$ cat config.mk
export PLATFORM = sky130hd
export DESIGN_NAME = sd_card_spi_host_sequencer_flat
export DESIGN_NICKNAME = d
export VERILOG_FILES = /design/src/rtl/core/sdspi_pkg.sv /design/src/rtl/core/sdspi_if.sv /design/src/rtl/core/sdspi_cfg_regs.sv /design/src/rtl/core/sdspi_engine.sv /design/src/rtl/core/sd_card_spi_host_sequencer.sv /design/src/flat_wrapper.sv
export SDC_FILE = /design/constraint.sdc
export NUM_CORES = 1
export LEC_CHECK = 0
export ABC_AREA = 1
export BUFFER_PORTS_ARGS = -buffer_cell sky130_fd_sc_hd__clkbuf_2
export CAP_MARGIN = 20
export CORE_MARGIN = 5
export CORE_UTILIZATION = 35
export CTS_CLUSTER_SIZE = 20
export DETAILED_ROUTE_END_ITERATION = 10
export PLACE_DENSITY_LB_ADDON = 0.15
export SLEW_MARGIN = 20
export SYNTH_ARGS = -nofsm -noshare
export SYNTH_HDL_FRONTEND = slang
export SYNTH_SLANG_ARGS = --single-unit
$ cat constraint.sdc
create_clock -name clk -period 7.7 [get_ports clk]
set_input_delay 0.385 -clock clk [delete_from_list [all_inputs] [get_ports clk]]
set_output_delay 0.385 -clock clk [all_outputs]
set_load 0.005 [all_outputs]
$ cat src/rtl/core/sdspi_pkg.sv
// Package: phase codes, flag bits, status codes and item types for the SD SPI sequencer
package sdspi_pkg;

  typedef enum logic [4:0] {
    PH_IDLE, PH_WAKE, PH_CMD0, PH_CMD58A, PH_CMD8, PH_CMD55, PH_ACMD41,
    PH_CMD58B, PH_CMD1, PH_CMD16, PH_CMD17, PH_RDTOKEN, PH_RDDATA, PH_CMD24,
    PH_WRPAD, PH_WRTOKEN, PH_WRDATA, PH_WRRESP, PH_WRBUSY, PH_RELEASE
  } phase_t;

  localparam logic [1:0] CMD_INIT = 2'd0;
  localparam logic [1:0] CMD_READ = 2'd1;
  localparam logic [1:0] CMD_WRITE = 2'd2;
  localparam logic [1:0] CMD_XFER = 2'd3;

  localparam logic [1:0] CFG_TOKEN_WAIT = 2'd0;
  localparam logic [1:0] CFG_OP_TRIES = 2'd1;
  localparam logic [1:0] CFG_WAKE = 2'd2;
  localparam logic [1:0] CFG_WR_PAD = 2'd3;

  localparam logic [3:0] FL_PRESENT = 4'h1;
  localparam logic [3:0] FL_HD = 4'h2;
  localparam logic [3:0] FL_SDHC = 4'h4;
  localparam logic [3:0] FL_INIT = 4'h8;

  localparam logic [3:0] ST_OK = 4'd0;
  localparam logic [3:0] ST_IDLE_TO = 4'd1;
  localparam logic [3:0] ST_OCR_FAIL = 4'd2;
  localparam logic [3:0] ST_BAD_VOLT = 4'd3;
  localparam logic [3:0] ST_BAD_PAT = 4'd4;
  localparam logic [3:0] ST_OPCOND_TO = 4'd5;
  localparam logic [3:0] ST_BLKLEN = 4'd6;
  localparam logic [3:0] ST_NOT_INIT = 4'd7;
  localparam logic [3:0] ST_RD_FAIL = 4'd8;
  localparam logic [3:0] ST_WR_REJ = 4'd10;

  localparam logic [1:0] MODE_OFF = 2'd0;
  localparam logic [1:0] MODE_SLOW = 2'd1;
  localparam logic [1:0] MODE_FAST = 2'd2;

  localparam logic [9:0] TOKEN_POS = 10'd7;
  localparam logic [9:0] OCR_END = 10'd12;
  localparam logic [9:0] SECTOR_BYTES = 10'd512;

  typedef struct packed {
    logic [1:0]  cmd;
    logic [31:0] sector;
    logic [7:0]  rx_byte;
    logic [7:0]  wr_byte;
  } in_item_t;

  typedef struct packed {
    logic [7:0] tx_byte;
    logic       tx_valid;
    logic       card_select;
    logic [1:0] spi_mode;
    logic [7:0] rd_data;
    logic       rd_valid;
    logic       wr_taken;
    logic       op_done;
    logic [3:0] status;
    logic [7:0] card_response;
    logic [3:0] card_flags;
  } out_item_t;

  typedef struct packed {
    logic [15:0] token_wait_limit;
    logic [15:0] op_cond_tries;
    logic [7:0]  wake_bytes;
    logic [7:0]  write_pad_bytes;
  } cfg_t;

  // Command index of the frame sent in a phase
  function automatic logic [5:0] cmd_index(input phase_t p);
    unique case (p)
      PH_CMD58A, PH_CMD58B: cmd_index = 6'd58;
      PH_CMD8:   cmd_index = 6'd8;
      PH_CMD55:  cmd_index = 6'd55;
      PH_ACMD41: cmd_index = 6'd41;
      PH_CMD1:   cmd_index = 6'd1;
      PH_CMD16:  cmd_index = 6'd16;
      PH_CMD17:  cmd_index = 6'd17;
      PH_CMD24:  cmd_index = 6'd24;
      default:   cmd_index = 6'd0;
    endcase
  endfunction

  // Byte k of a command frame: lead 0xFF, index, argument, CRC
  function automatic logic [7:0] frame_byte(input phase_t p, input logic [9:0] k,
                                            input logic [31:0] addr);
    logic [31:0] arg;
    logic [5:0]  idx;
    idx = cmd_index(p);
    arg = 32'd0;
    if (p == PH_CMD8) arg = 32'h0000_01AA;
    else if (p == PH_ACMD41) arg = 32'h4000_0000;
    else if (p == PH_CMD16) arg = 32'd512;
    else if (p == PH_CMD17 || p == PH_CMD24) arg = addr;
    if (k == 10'd0) frame_byte = 8'hFF;
    else if (k == 10'd1) frame_byte = {2'b01, idx};
    else if (k <= 10'd5) begin
      unique case (k[2:0])
        3'd2:    frame_byte = arg[31:24];
        3'd3:    frame_byte = arg[23:16];
        3'd4:    frame_byte = arg[15:8];
        default: frame_byte = arg[7:0];
      endcase
    end else if (idx == 6'd0) frame_byte = 8'h95;
    else if (idx == 6'd8) frame_byte = 8'h87;
    else frame_byte = 8'hFF;
  endfunction

endpackage

$ cat src/rtl/core/sdspi_if.sv
// Interfaces: valid/ready request channels and the configuration write channel
interface sdspi_in_if import sdspi_pkg::*; ();
  logic     valid;
  logic     ready;
  in_item_t data;
  modport source (output valid, output data, input ready);
  modport sink (input valid, input data, output ready);
endinterface

interface sdspi_out_if import sdspi_pkg::*; ();
  logic      valid;
  logic      ready;
  out_item_t data;
  modport source (output valid, output data, input ready);
  modport sink (input valid, input data, output ready);
endinterface

interface sdspi_cfg_if;
  logic        valid;
  logic        ready;
  logic [1:0]  index;
  logic [15:0] wdata;
  modport source (output valid, output index, output wdata, input ready);
  modport sink (input valid, input index, input wdata, output ready);
endinterface

$ cat src/rtl/core/sdspi_cfg_regs.sv
// Configuration register file of the SD SPI sequencer
module sdspi_cfg_regs import sdspi_pkg::*; (
  input  logic clk,
  input  logic rst,
  sdspi_cfg_if.sink cfg,
  output cfg_t regs
);

  assign cfg.ready = 1'b1;

  // Write the addressed register
  always_ff @(posedge clk) begin
    if (rst) begin
      regs.token_wait_limit <= 16'd16383;
      regs.op_cond_tries <= 16'd32767;
      regs.wake_bytes <= 8'd10;
      regs.write_pad_bytes <= 8'd16;
    end else if (cfg.valid) begin
      unique case (cfg.index)
        CFG_TOKEN_WAIT: regs.token_wait_limit <= cfg.wdata;
        CFG_OP_TRIES:   regs.op_cond_tries <= cfg.wdata;
        CFG_WAKE:       regs.wake_bytes <= cfg.wdata[7:0];
        default:        regs.write_pad_bytes <= cfg.wdata[7:0];
      endcase
    end
  end

endmodule

$ cat src/rtl/core/sdspi_engine.sv
// Sequencer state and per-byte next-state logic
module sdspi_engine import sdspi_pkg::*; (
  input  logic      clk,
  input  logic      rst,
  input  cfg_t      regs,
  input  logic      step,
  input  in_item_t  item,
  output out_item_t res
);

  phase_t      phase, phase_next;
  logic [3:0]  flags, flags_next;
  logic [9:0]  byte_count, byte_count_next;
  logic [15:0] wait_count, wait_count_next;
  logic [15:0] retry_count, retry_count_next;
  logic [31:0] ocr_bytes, ocr_bytes_next;
  logic [31:0] card_address, card_address_next;
  logic [7:0]  last_response, last_response_next;
  logic        cs_on, cs_on_next;
  logic [1:0]  clk_mode, clk_mode_next;
  logic [3:0]  end_status, end_status_next;
  logic [7:0]  end_resp, end_resp_next;

  // Next-state and result logic for one exchange
  always_comb begin
    logic [7:0]  rx;
    logic [7:0]  r;
    logic        do_decide;
    logic        do_got;
    logic        do_finish;
    logic [3:0]  fin_st;
    logic [7:0]  fin_resp;
    logic        do_enter;
    phase_t      enter_p;
    logic        do_try;
    phase_t      try_p;
    logic [15:0] wdec;
    logic [9:0]  bc1;
    rx = item.rx_byte;
    r = 8'hFF;
    do_decide = 1'b0; do_got = 1'b0; do_finish = 1'b0; do_enter = 1'b0; do_try = 1'b0;
    fin_st = ST_OK; fin_resp = 8'd0; enter_p = PH_IDLE; try_p = PH_IDLE;
    wdec = wait_count - 16'd1;
    bc1 = byte_count + 10'd1;

    phase_next = phase; flags_next = flags; byte_count_next = byte_count;
    wait_count_next = wait_count; retry_count_next = retry_count;
    ocr_bytes_next = ocr_bytes; card_address_next = card_address;
    last_response_next = last_response; cs_on_next = cs_on; clk_mode_next = clk_mode;
    end_status_next = end_status; end_resp_next = end_resp;
    res = '0;

    if (item.cmd == CMD_XFER) begin
      if (phase != PH_IDLE) begin
        unique case (phase)
          PH_WAKE: begin
            wait_count_next = wdec;
            if (wdec == 16'd0) begin
              do_enter = 1'b1; enter_p = PH_CMD0;
            end else begin
              res.tx_valid = 1'b1; res.tx_byte = 8'hFF;
            end
          end
          PH_RDTOKEN: begin
            if (rx != 8'hFF) begin
              if (rx != 8'hFE) begin
                do_finish = 1'b1; fin_st = ST_RD_FAIL;
              end else begin
                phase_next = PH_RDDATA; byte_count_next = 10'd0;
                res.tx_valid = 1'b1; res.tx_byte = 8'hFF;
              end
            end else begin
              wait_count_next = wdec;
              if (wdec == 16'd0) begin
                do_finish = 1'b1; fin_st = ST_RD_FAIL;
              end else begin
                res.tx_valid = 1'b1; res.tx_byte = 8'hFF;
              end
            end
          end
          PH_RDDATA: begin
            if (byte_count < SECTOR_BYTES) begin
              res.rd_data = rx; res.rd_valid = 1'b1;
            end
            byte_count_next = bc1;
            if (bc1 >= SECTOR_BYTES + 10'd2) do_finish = 1'b1;
            else begin
              res.tx_valid = 1'b1; res.tx_byte = 8'hFF;
            end
          end
          PH_WRPAD: begin
            wait_count_next = wdec;
            res.tx_valid = 1'b1;
            if (wdec == 16'd0) begin
              phase_next = PH_WRTOKEN; res.tx_byte = 8'hFE;
            end else res.tx_byte = 8'hFF;
          end
          PH_WRTOKEN: begin
            phase_next = PH_WRDATA; byte_count_next = 10'd0;
            res.tx_valid = 1'b1; res.tx_byte = item.wr_byte; res.wr_taken = 1'b1;
          end
          PH_WRDATA: begin
            byte_count_next = bc1;
            res.tx_valid = 1'b1;
            if (bc1 < SECTOR_BYTES) begin
              res.tx_byte = item.wr_byte; res.wr_taken = 1'b1;
            end else begin
              res.tx_byte = 8'hFF;
              if (bc1 >= SECTOR_BYTES + 10'd2) phase_next = PH_WRRESP;
            end
          end
          PH_WRRESP: begin
            res.tx_valid = 1'b1; res.tx_byte = 8'hFF;
            if (rx != 8'hFF) begin
              if (rx == 8'hE5) begin
                end_status_next = ST_OK; end_resp_next = 8'd0;
              end else begin
                end_status_next = ST_WR_REJ; end_resp_next = rx;
              end
              phase_next = PH_WRBUSY;
            end
          end
          PH_WRBUSY: begin
            if (rx == 8'd0) begin
              res.tx_valid = 1'b1; res.tx_byte = 8'hFF;
            end else begin
              do_finish = 1'b1; fin_st = end_status; fin_resp = end_resp;
            end
          end
          PH_RELEASE: begin
            phase_next = PH_IDLE; cs_on_next = 1'b0; clk_mode_next = MODE_OFF;
            res.op_done = 1'b1; res.status = end_status; res.card_response = end_resp;
          end
          default: begin
            // Command frame, response poll and trailing R3/R7 bytes
            if (byte_count < TOKEN_POS) begin
              byte_count_next = bc1;
              if (bc1 < TOKEN_POS) begin
                res.tx_valid = 1'b1; res.tx_byte = frame_byte(phase, bc1, card_address);
              end else if (phase == PH_CMD24) begin
                res.tx_valid = 1'b1;
                if (regs.write_pad_bytes == 8'd0) begin
                  phase_next = PH_WRTOKEN; res.tx_byte = 8'hFE;
                end else begin
                  phase_next = PH_WRPAD; res.tx_byte = 8'hFF;
                  wait_count_next = {8'd0, regs.write_pad_bytes};
                end
              end else if (regs.token_wait_limit == 16'd0) begin
                do_got = 1'b1; r = 8'hFF;
              end else begin
                wait_count_next = regs.token_wait_limit;
                res.tx_valid = 1'b1; res.tx_byte = 8'hFF;
              end
            end else if (byte_count == TOKEN_POS) begin
              if (rx != 8'hFF) begin
                do_got = 1'b1; r = rx;
              end else begin
                wait_count_next = wdec;
                if (wdec == 16'd0) begin
                  do_got = 1'b1; r = 8'hFF;
                end else begin
                  res.tx_valid = 1'b1; res.tx_byte = 8'hFF;
                end
              end
            end else begin
              ocr_bytes_next = {ocr_bytes[23:0], rx};
              byte_count_next = bc1;
              if (bc1 >= OCR_END) begin
                do_decide = 1'b1; r = last_response;
              end else begin
                res.tx_valid = 1'b1; res.tx_byte = 8'hFF;
              end
            end
          end
        endcase
      end
    end else if (phase == PH_IDLE) begin
      if (item.cmd == CMD_INIT) begin
        flags_next = 4'd0; clk_mode_next = MODE_SLOW; cs_on_next = 1'b0;
        if (regs.wake_bytes == 8'd0) begin
          do_enter = 1'b1; enter_p = PH_CMD0;
        end else begin
          phase_next = PH_WAKE; wait_count_next = {8'd0, regs.wake_bytes};
          res.tx_valid = 1'b1; res.tx_byte = 8'hFF;
        end
      end else if ((flags & FL_INIT) == 4'd0) begin
        res.op_done = 1'b1; res.status = ST_NOT_INIT;
      end else begin
        card_address_next = ((flags & FL_HD) != 4'd0) ? item.sector
                                                       : {item.sector[22:0], 9'd0};
        clk_mode_next = MODE_FAST;
        do_enter = 1'b1;
        enter_p = (item.cmd == CMD_READ) ? PH_CMD17 : PH_CMD24;
      end
    end

    // Response arrived: R3/R7 collect four more bytes, else decide now
    if (do_got) begin
      last_response_next = r;
      if (phase == PH_CMD58A || phase == PH_CMD8 || phase == PH_CMD58B) begin
        byte_count_next = TOKEN_POS + 10'd1; ocr_bytes_next = 32'd0;
        res.tx_valid = 1'b1; res.tx_byte = 8'hFF;
      end else do_decide = 1'b1;
    end

    // Act on the response of the command in flight
    if (do_decide) begin
      unique case (phase)
        PH_CMD0: begin
          if (r != 8'd1) begin
            do_finish = 1'b1; fin_st = ST_IDLE_TO;
          end else begin
            flags_next = flags_next | FL_PRESENT; clk_mode_next = MODE_FAST;
            do_enter = 1'b1; enter_p = PH_CMD58A;
          end
        end
        PH_CMD58A: begin
          if (r != 8'd1) begin
            do_finish = 1'b1; fin_st = ST_OCR_FAIL;
          end else if (ocr_bytes_next[20] == 1'b0) begin
            do_finish = 1'b1; fin_st = ST_BAD_VOLT;
          end else begin
            do_enter = 1'b1; enter_p = PH_CMD8;
          end
        end
        PH_CMD8: begin
          retry_count_next = regs.op_cond_tries;
          if (r == 8'd1) begin
            flags_next = flags_next | FL_SDHC;
            if (ocr_bytes_next[11:8] != 4'd1) begin
              do_finish = 1'b1; fin_st = ST_BAD_VOLT;
            end else if (ocr_bytes_next[7:0] != 8'hAA) begin
              do_finish = 1'b1; fin_st = ST_BAD_PAT;
            end else begin
              do_try = 1'b1; try_p = PH_CMD55;
            end
          end else begin
            do_try = 1'b1; try_p = PH_CMD1;
          end
        end
        PH_CMD55: begin
          do_enter = 1'b1; enter_p = PH_ACMD41;
        end
        PH_ACMD41: begin
          if (r == 8'd0) begin
            do_enter = 1'b1; enter_p = PH_CMD58B;
          end else begin
            do_try = 1'b1; try_p = PH_CMD55;
          end
        end
        PH_CMD58B: begin
          if (r != 8'd0) begin
            do_finish = 1'b1; fin_st = ST_OCR_FAIL;
          end else begin
            if (ocr_bytes_next[30:29] == 2'b10) flags_next = flags_next | FL_HD;
            do_enter = 1'b1; enter_p = PH_CMD16;
          end
        end
        PH_CMD1: begin
          if (r[0] == 1'b0) begin
            do_enter = 1'b1; enter_p = PH_CMD16;
          end else begin
            do_try = 1'b1; try_p = PH_CMD1;
          end
        end
        PH_CMD16: begin
          do_finish = 1'b1;
          if (r != 8'd0) fin_st = ST_BLKLEN;
          else flags_next = flags_next | FL_INIT;
        end
        default: begin
          if (r != 8'd0 || regs.token_wait_limit == 16'd0) begin
            do_finish = 1'b1; fin_st = ST_RD_FAIL;
          end else begin
            phase_next = PH_RDTOKEN; wait_count_next = regs.token_wait_limit;
            res.tx_valid = 1'b1; res.tx_byte = 8'hFF;
          end
        end
      endcase
    end

    // Retry loop bound
    if (do_try) begin
      if (retry_count_next == 16'd0) begin
        do_finish = 1'b1; fin_st = ST_OPCOND_TO;
      end else begin
        retry_count_next = retry_count_next - 16'd1;
        do_enter = 1'b1; enter_p = try_p;
      end
    end

    if (do_enter) begin
      phase_next = enter_p; byte_count_next = 10'd0; cs_on_next = 1'b1;
      res.tx_valid = 1'b1; res.tx_byte = 8'hFF;
    end

    if (do_finish) begin
      end_status_next = fin_st; end_resp_next = fin_resp;
      phase_next = PH_RELEASE; cs_on_next = 1'b0;
      res.tx_valid = 1'b1; res.tx_byte = 8'hFF;
    end

    res.card_select = cs_on_next;
    res.spi_mode = clk_mode_next;
    res.card_flags = flags_next;
  end

  // Advance state on each accepted request
  always_ff @(posedge clk) begin
    if (rst) begin
      phase <= PH_IDLE; flags <= 4'd0; byte_count <= 10'd0; wait_count <= 16'd0;
      retry_count <= 16'd0; ocr_bytes <= 32'd0; card_address <= 32'd0;
      last_response <= 8'hFF; cs_on <= 1'b0; clk_mode <= MODE_OFF;
      end_status <= ST_OK; end_resp <= 8'd0;
    end else if (step) begin
      phase <= phase_next; flags <= flags_next; byte_count <= byte_count_next;
      wait_count <= wait_count_next; retry_count <= retry_count_next;
      ocr_bytes <= ocr_bytes_next; card_address <= card_address_next;
      last_response <= last_response_next; cs_on <= cs_on_next;
      clk_mode <= clk_mode_next; end_status <= end_status_next;
      end_resp <= end_resp_next;
    end
  end

  // Chip select is never held while idle
  a_idle_cs: assert property (@(posedge clk) disable iff (rst)
    phase == PH_IDLE |-> !cs_on) else $error("chip select held while idle");
  // Release byte always goes out deselected
  a_rel_cs: assert property (@(posedge clk) disable iff (rst)
    phase == PH_RELEASE |-> !cs_on) else $error("release with select asserted");
  // Data byte count stays inside the sector and CRC window
  a_rd_cnt: assert property (@(posedge clk) disable iff (rst)
    (phase == PH_RDDATA || phase == PH_WRDATA) |-> byte_count < SECTOR_BYTES + 10'd2)
    else $error("data byte count overrun");

endmodule

$ cat src/rtl/core/sd_card_spi_host_sequencer.sv
// Top level: SD card SPI-mode host sequencer with registered request channels
// Use: the host sends one request per SPI byte exchange on "in": cmd 0, 1 or 2
// starts init, sector read or sector write; cmd 3 reports the byte received in
// the exchange just completed. Each request yields exactly one result on "out"
// naming the next byte to shift (tx_byte/tx_valid), chip select, clock mode,
// any sector data byte received, wr_taken when wr_byte was consumed, and
// op_done with the final status at the end of an operation.
// Configuration registers are written on "cfg" (index 0 to 3); the host must do
// so only while idle, as the block does not enforce it. A result is presented in
// the cycle after its request is accepted. Throughput: one request per cycle when
// not stalled; the sequencer state update is a single pass into the result register.
// Stall: "in" stays ready while the result register is empty or being taken
// in the same cycle; when the receiver holds off, the result is held and no
// further request is taken.
// Reset (rst, synchronous): sequencer idle, card flags cleared, registers at
// their defaults, result register empty.
module sd_card_spi_host_sequencer import sdspi_pkg::*; (
  input logic clk,
  input logic rst,
  sdspi_in_if.sink   in,
  sdspi_out_if.source out,
  sdspi_cfg_if.sink  cfg
);

  cfg_t      regs;
  out_item_t res;
  logic      step;
  logic      out_valid;
  out_item_t out_data;

  sdspi_cfg_regs u_cfg (.clk(clk), .rst(rst), .cfg(cfg), .regs(regs));

  assign in.ready = !out_valid || out.ready;
  assign step = in.valid && in.ready;

  sdspi_engine u_eng (
    .clk(clk), .rst(rst), .regs(regs), .step(step), .item(in.data), .res(res)
  );

  // Hold the result until the receiver takes it
  always_ff @(posedge clk) begin
    if (rst) out_valid <= 1'b0;
    else if (step) out_valid <= 1'b1;
    else if (out.ready) out_valid <= 1'b0;
  end

  always_ff @(posedge clk) begin
    if (step) out_data <= res;
  end

  assign out.valid = out_valid;
  assign out.data = out_data;

  // A stalled result is not overwritten
  a_hold: assert property (@(posedge clk) disable iff (rst)
    out_valid && !out.ready |=> $stable(out_data)) else $error("result overwritten");
  // No request is taken while a stalled result waits
  a_stall: assert property (@(posedge clk) disable iff (rst)
    out_valid && !out.ready |-> !step) else $error("request taken under stall");
  // Every accepted request leaves a result pending
  a_res: assert property (@(posedge clk) disable iff (rst)
    step |=> out_valid) else $error("result lost");

endmodule
$ cat src/flat_wrapper.sv
// flat-port wrapper written by rule: the top's interface ports become plain ports
module sd_card_spi_host_sequencer_flat import sdspi_pkg::*;
  (clk, rst, in_valid, in_data, in_ready, out_valid, out_data, out_ready, cfg_valid, cfg_index, cfg_wdata, cfg_ready);
  sdspi_in_if in_i ();
  sdspi_out_if out_i ();
  sdspi_cfg_if cfg_i ();
  input logic clk;
  input logic rst;
  input wire logic [$bits(in_i.valid)-1:0] in_valid;
  input wire logic [$bits(in_i.data)-1:0] in_data;
  output wire logic [$bits(in_i.ready)-1:0] in_ready;
  output wire logic [$bits(out_i.valid)-1:0] out_valid;
  output wire logic [$bits(out_i.data)-1:0] out_data;
  input wire logic [$bits(out_i.ready)-1:0] out_ready;
  input wire logic [$bits(cfg_i.valid)-1:0] cfg_valid;
  input wire logic [$bits(cfg_i.index)-1:0] cfg_index;
  input wire logic [$bits(cfg_i.wdata)-1:0] cfg_wdata;
  output wire logic [$bits(cfg_i.ready)-1:0] cfg_ready;
  assign in_i.valid = in_valid;
  assign in_i.data = in_data;
  assign in_ready = in_i.ready;
  assign out_valid = out_i.valid;
  assign out_data = out_i.data;
  assign out_i.ready = out_ready;
  assign cfg_i.valid = cfg_valid;
  assign cfg_i.index = cfg_index;
  assign cfg_i.wdata = cfg_wdata;
  assign cfg_ready = cfg_i.ready;
  sd_card_spi_host_sequencer u_core (.clk(clk), .rst(rst), .in(in_i), .out(out_i), .cfg(cfg_i));
endmodule
==> results of run 1 <==
[through the flow]
stage               instance area, um^2  utilization  hold WS (ns)  total power, mW
floorplan                         14200            -         0.429             1.82
global placement                  15200        0.375         0.442             2.07
detailed placement                15200        0.375         0.448             2.07
CTS                               16200        0.399        0.0281             3.47
global route                      16200        0.399        0.0585             3.62
finish                            16200        0.399        0.0622             3.44
[power by group]
part / switching [mW] / internal (mW) / leakage, nW
Combinational: 0.551 / 0.226 / 4.78
Sequential: 0.0451 / 1.24 / 1.87
Clock: 0.552 / 0.830 / 0.464
Total: 1.15 / 2.30 / 7.12
[cells in the mapped netlist (10+ instances only)]
cell type	count
a21oi_1	163
a31oi_1	30
clkbuf_1	75
dfxtp_1	181
edfxtp_1	39
ha_1	17
inv_1	235
inv_2	23
nand2_1	521
nand2_2	18
nand3_1	138
nand4_1	20
nor2_1	198
nor2_2	16
nor2_4	10
nor3_1	29
nor4_1	16
o2111ai_1	10
o211ai_1	39
o21ai_0	155
o21ai_1	16
o21ai_2	14
o221ai_1	16
o22ai_1	20
xor2_1	12
[how the worst max path moves through the flow]
stage | startpoint | end | cells past startpoint
finish | u_core.u_eng.phase[0] | flip-flop | 21
global placement | u_core.u_eng.phase[0] | flip-flop | 21
detailed placement | u_core.u_eng.phase[0] | flip-flop | 21
floorplan | u_core.u_eng.byte_count[0] | flip-flop | 28
CTS | u_core.u_eng.phase[0] | flip-flop | 21
global route | u_core.u_eng.phase[0] | flip-flop | 21
[metal layers]
layer,global-route usage,vias up
met5,0,-
met4,0.0569,0
met3,0.0356,77
met2,0.352,522
met1,0.346,7061
li1,-,7319
[registers in the layout, indices dropped and copies added (netlist names), named ones only]
name,count
u_core.u_eng.retry_count,16
u_core.u_eng.cs_on,1
u_core.u_eng.byte_count,10
u_core.u_eng.clk_mode,2
u_core.u_eng.ocr_bytes,20
u_core.out.data,39
u_core.u_cfg.regs,48
u_core.out.valid,1
u_core.u_eng.card_address,32
u_core.u_eng.last_response,8
u_core.u_eng.wait_count,16
u_core.u_eng.end_status,4
u_core.u_eng.phase,5
u_core.u_eng.end_resp,8
u_core.u_eng.flags,4
[logic make-up (layout without fill, tap and decap cells)]
group,after synthesis,count (layout),synth area share
AOI/OAI and AO/OA,519,519,0.221
xor gates and xnor gates,16,16,0.00984
adders and majority gates,17,17,0.0149
buffers and inverters,361,443,0.101
DFF,220,220,0.337
muxes,1,1,0.000791
other,1,2,0.000263
and+or+nand+nor,1004,1004,0.316
[layout make-up]
class	count	area, um^2
antenna	1	2.50
clock buffer	38	798
clock inverter	12	168
fill	4375	24400
inverter	261	982
multi-input combinational	1558	8050
sequential	220	4790
tap	532	666
timing repair buffer	132	708
[worst max-delay path, cell delays in order, from the launching register on]
cell and delay (ns):
dfxtp_1 0.43, inv_2 0.09, nand2_2 0.12, nor2_2 0.08, nand2_1 0.42, nand2_1 0.10, buf_4 0.23, inv_1 0.11
nand3_2 0.58, o21ai_2 0.89, nand4_1 0.70, o211ai_1 0.28, nand2_1 0.08, nand2_1 0.06, nand2_1 0.05, nand2_1 0.07
nand2_1 0.16, ha_1 0.34, nor2_1 0.11, nor2_1 0.04, nand2_1 0.05, nand2_1 0.05
==> run summary, run 1 <==
The number of instances in the placed design is approximately 2700. The clock passes through at most 3 buffers. The die is ~210 um tall. Counting flops with a built-in enable in the synthesized netlist gives 39.

The final setup violation count is 0. The uppermost layer routed is met4. The final cell count without fillers came out at 2754. The number of library cell types mapped by synthesis is 68. The initial antenna violation count is 1.

The insertion delay to the later sink of the worst-skew pair came out at 0.58 ns. For this run, the detailed router's first-pass iteration total came to 6. The post-CTS setup repair buffer count is 0. The flow ran to the end, and the final reports show no timing, DRC or antenna violations. At the pin with the least slew margin, the transition time is 1.07 ns. The library cells used most frequently in the layout, excluding fill and tap cells, are nand2_1 (520), inv_1 (233), nor2_1 (195). Dividing the detail-routed wire length by the instance count gives 19.4 um. The sequential cell area fraction in the yosys report came out at 0.337. The summed instance area of the synthesized netlist is 14200 um^2. The routed length on met3 is approximately 3.4 mm. In this run the critical register-to-register path is launched from u_core.u_eng.phase[0]. Setup repair after global routing left no endpoint under its margin. The library cell used most frequently in the layout, excluding fill and tap cells, is nand2_1. In the final layout, the share of cells above drive strength 1 is 0.137. The routed length on met2 is ~23 mm. The quantity of hold-fixing buffers added after cts came out at 0. The time the final worst path needs with I/O delays and setup came out at between 5 and 6 ns. TritonCTS built the clock tree. The detailed router placed 14979 vias in this run. The synthesized instance count came out at ~2100. In this run the worst hold path is classified as input pin to flip-flop.

STA classifies the critical path startpoint as a flip-flop. By area the synthesized netlist is led by dfxtp_1 (25%), nand2_1 (14%), edfxtp_1 (8.2%), inv_1 (6.2%), a21oi_1 (5.7%). The count of nets after finishing came out at 2290. The core region is a little over 40000 um^2. The area overhead of the layout relative to synthesis is 13.5%. When the netlist entered floorplanning its net count stood at 2229.

The start point of the worst min-delay path is in_data[43]. The data arrival time of the critical path is 5.65 ns. The largest vdd supply drop is 0.127 mV. The ratio of final minimum period to clock period came out at 0.672. The power density over the cells came out at ~210 nW/um^2.

The number of buffers added on ports is ~110. The maximum number of pins on one net before global-route repair came out at 75. The number of cells on the worst reg-to-reg path came out at 21. Across all setup checks in the final design, the least slack found is 2.53 ns.

The static leakage power came out at 7.12 nW. The number of hold violations in the final report came out at 0. The via count of the first global-routing pass is 14045. After clock tree synthesis, the clock-pin slew on the worst setup and hold paths is about 0.06 ns. The setup path with the least slack is of type flip-flop to flip-flop. For this run, the total global-route usage over all layers was measured as 0.232. The maximum fanout along the worst path is 36. The HPWL after detailed placement came out at 39.1 mm.

The Yosys step of the flow raised 0 warnings. At the placement stage, the worst setup path has a slack of 2.55 ns. The largest total area in the synthesized netlist belongs to dfxtp_1. The full die area is approximately 45000 um^2. The number of flip-flops and latches in the synthesized netlist is 220. Derived from the worst setup path, the maximum achievable clock frequency is 193 MHz.

The detailed router finished its first iteration with 1307 violations. The minimum setup slack among reg-to-reg paths is 2.53 ns. At the worst endpoint, the required time is 8.17 ns. The post-CTS resize count came out at 0. Among all flip-flop cells after synthesis, the most frequent one is dfxtp_1. The starting density of the core is 0.351. Clock skew on the completed layout was measured at 0.0265 ns. The number of nets with antenna violations after routing came out at 0. The worst setup path is captured at a flip-flop.

The number of buffers created by CTS came out at 27. The number of maximum-capacitance violations is 0. The tightest slew margin relative to the limit is 0.289. The share of synthesized area in the top cell type comes to 0.254. The total I/O pin count is around 120. The tree is rooted in a clkbuf_16. The path with the worst hold slack has its endpoint at u_core.u_eng.card_address[27]. The wire length of the first global-routing pass came out at 82.8 mm.

The post-synthesis average cell area came out at 6.66 um^2. The die is 212 um wide. The max-slew violation count came out at 0. The overall routed net length is 53.3 mm. The number of rows created at floorplan is 74. The detailed-routing wirelength on met1 came out at 25.8 mm. The level count of the clock H-tree is 1. Dividing the detail-routed via count by the number of cells gives 5.44. The clock sink count is 220.

The routability congestion estimate from global placement came out at 0.920. The accumulated negative setup slack came out at 0 ns. In the synthesized netlist the async set-or-reset flop fraction comes to 0.

The overflow left after global routing came out at 0. The worst hold path passes through 3 cells. The DRC violations left is 0.
Note: power is estimated with default switching activity, not from simulation.
==> run 2, diff against run 1 <==
==> constraint.sdc (replaced) <==
create_clock -name clk -period 5.35 [get_ports clk]
set_input_delay 0.2675 -clock clk [delete_from_list [all_inputs] [get_ports clk]]
set_output_delay 0.2675 -clock clk [all_outputs]
set_load 0.005 [all_outputs]
==> run 2 against run 1 <==
Critical path type unchanged. Register-to-register slack lost 1.9 ns. First-iteration DRC count grew 4.0%. Via count rose by 1.9%. Sequential cell count is the same.
==> run summary, run 2 (synthesis gave the netlist of run 1 again) <==
The final setup violation count came out at 0 (unchanged). TritonCTS built the clock tree. The required time of the critical path came out at 5.83 ns (-2.34 ns). The power density over the cells is 290 nW/um^2 (+36%). The achievable clock frequency was 211 MHz (+9.0%).

The clock-pin slew of the registers on the worst-case setup and hold paths is 0.06 ns (about the same). The maximum fanout along the worst path came to 12 (-67%). The largest clock skew in the final design came out at 0.0219 ns (-0.00456 ns). The number of maximum-capacitance violations is 0 (unchanged). The first-pass iteration count of the detailed router came out at 5 (-1).

The library cell used most frequently in the layout, excluding fill and tap cells, is nand2_1. The flip-flop count of the largest register after layout was 48 (unchanged). The die outline height came out at 212 um (unchanged). The time the final worst path needs with I/O delays and setup is 4.75 ns (-0.428 ns).

The horizontal extent of the die is 212 um (unchanged). The detailed-route via count was 15262 (+1.9%). The number of buffers added on ports came out at 113 (unchanged). The clock sink count is 220 (unchanged). The overflow left after global routing is 0 (unchanged). The tightest slew margin relative to the limit came out at 0.303 (+0.0140). The maximum number of pins on one net before global-route repair came out at 56 (-25%). The share of layout cells above drive strength 1 was 0.139 (+0.00170). The level count of the clock H-tree is 1 (unchanged). The number of rows created at floorplan came to 74 (unchanged). The combined global-route utilization of all metal layers is 0.234 (+0.00204). The starting density of the core is 0.351 (unchanged). The data arrival time of the critical path came out at 5.22 ns (-0.43 ns). More flip-flops sit in one register than any other, and that register is u_core.u_cfg.regs.

The slew at the pin with the worst max-slew slack is 1.04 ns (-0.0235 ns). The routed wirelength normalized by instance count came to 19.0 um (-1.6%). The max-slew violation count came out at 0 (unchanged). The ratio of final minimum period to clock period is 0.887 (+0.215).

The number of nets with antenna violations after routing is 0 (unchanged). The number of hold violations in the final report was 0 (unchanged). The overall routed net length is 54.0 mm (+1.2%). The antenna cell count is 0 (-1). The root buffer cell chosen for the clock tree is clkbuf_16. STA classifies the critical path startpoint as a flip-flop. The post-CTS resize count came to 0 (unchanged). The wire length of the first global-routing pass was 83.3 mm (+0.60%). The routability congestion estimate from global placement is 0.942 (+2.4%). The via-per-instance ratio came out at 5.39 (-0.99%). The setup slack of the critical path after layout is 0.603 ns (-1.92 ns).

The core region area was 40600 um^2 (unchanged). The capturing element type of the critical path is a flip-flop. The static leakage power came to 7.48 nW (+5.1%). The most numerous cell type found on the critical path is nand2_1.

The run finished with clean final reports. The number of buffers created by CTS is 28 (+3.7%). The critical path in this run is classified as flip-flop to flip-flop. The HPWL after detailed placement is 39.6 mm (+1.4%).

The initial antenna violation count came to 0 (-1). The largest vdd supply drop came out at 0.226 mV (+77%). The full die area is 44800 um^2 (unchanged).

The largest stage delay on the critical path came out at 0.44 ns (-0.45 ns). The area overhead of the layout relative to synthesis came out at 18.2%. The insertion delay to the later sink of the worst-skew pair came to 0.58 ns (about the same). The accumulated negative setup slack is 0 ns (unchanged). The top cell types in the final layout, fill and taps aside, are nand2_1 (520), inv_1 (233), nor2_1 (196).

The DRC marker count from the first detailed-route iteration is 1359 (+4.0%). The maximum clock insertion buffer count is 3 (unchanged). The count of nets after finishing came to 2371 (+3.5%).

The worst setup slack before clock tree synthesis is 0.683 ns (-1.86 ns). The total I/O pin count came out at 115 (unchanged). The class of the most critical hold timing path is input pin to flip-flop. The DRC violations left is 0 (unchanged). The worst-path cell with the longest stage delay is dfxtp_1. The via count of the first global-routing pass came to 14005 (-0.28%). Setup repair after global routing left no endpoint under its margin.
## run 2: changes by cell type in the layout (fill, tap and decap cells not counted), sizes merged
cell	delta
buf	+21
bufinv	-1
clkinv	+5
diode	-1
dlygate4sd3	+59
inv	-3
## run 2: cell type report
cell class,count,area (um^2)
Inverter,261,982
Clock inverter,13,134
Multi-Input combinational cell,1558,8040
Clock buffer,38,768
Sequential cell,220,4790
Fill cell,4394,23700
Tap cell,532,666
Timing Repair Buffer,212,1460
## run 2: what timing repair did
item                                   CTS  global route
setup buffers                            0             0
endpoints found under the hold margin   51             0
hold buffers                            59             0
## run 2: metal layers
layer,track usage,up-vias,share of wire
met5,0,-,0
met4,0.0578,0,0.023
met3,0.0296,75,0.061
met2,0.351,470,0.42
met1,0.356,7230,0.49
li1,-,7487,-
## run 2: path summary, 6_finish.rpt
| path | startpoint | end | slack [ns] | depth (start not counted) |
|---|---|---|---|---|
| worst min register to register | u_core.u_eng.last_response[4] | u_core.u_eng.last_response[4] | 0.46 | 2 |
| worst max-delay path | u_core.u_eng.phase[0] | flip-flop | 0.60 | 27 |
| worst max register to register | u_core.u_eng.phase[0] | flip-flop | 0.60 | 27 |
| worst min-delay path | cfg_wdata[1] | u_core.u_cfg.regs[9] | 0.02 | 3 |
## run 2: through the flow
step | hold slack [ns] | utilization | cell area (um^2) | total power [mW] | instances
2_1_floorplan | 0.394 | - | 14200 | 2.61 | 2139
3_3_place_gp | 0.444 | 0.378 | 15300 | 3.00 | 2724
3_5_place_dp | 0.444 | 0.378 | 15300 | 3.00 | 2724
4_1_cts | 0.0000672 | 0.415 | 16800 | 4.92 | 2834
5_1_grt | 0.0161 | 0.415 | 16800 | 5.14 | 2834
6_report | 0.0208 | 0.415 | 16800 | 4.89 | 2834
## run 2: critical path, delay by kind of cell, from the launching register on
family / cells / cell delay (ns)
and+or+nand+nor: 23 / 3.59
DFF: 1 / 0.44
adders and majority gates: 1 / 0.30
buffers and inverters: 2 / 0.18
AOI/OAI and AO/OA: 1 / 0.07
## run 2: report_power, final
group          total [mW]  switching, mW  internal, mW  leakage (nW)
clock network        1.87          0.774          1.10         0.431
logic                1.16          0.798         0.365          5.18
registers            1.85         0.0656          1.78          1.87
total                4.89           1.64          3.25          7.48
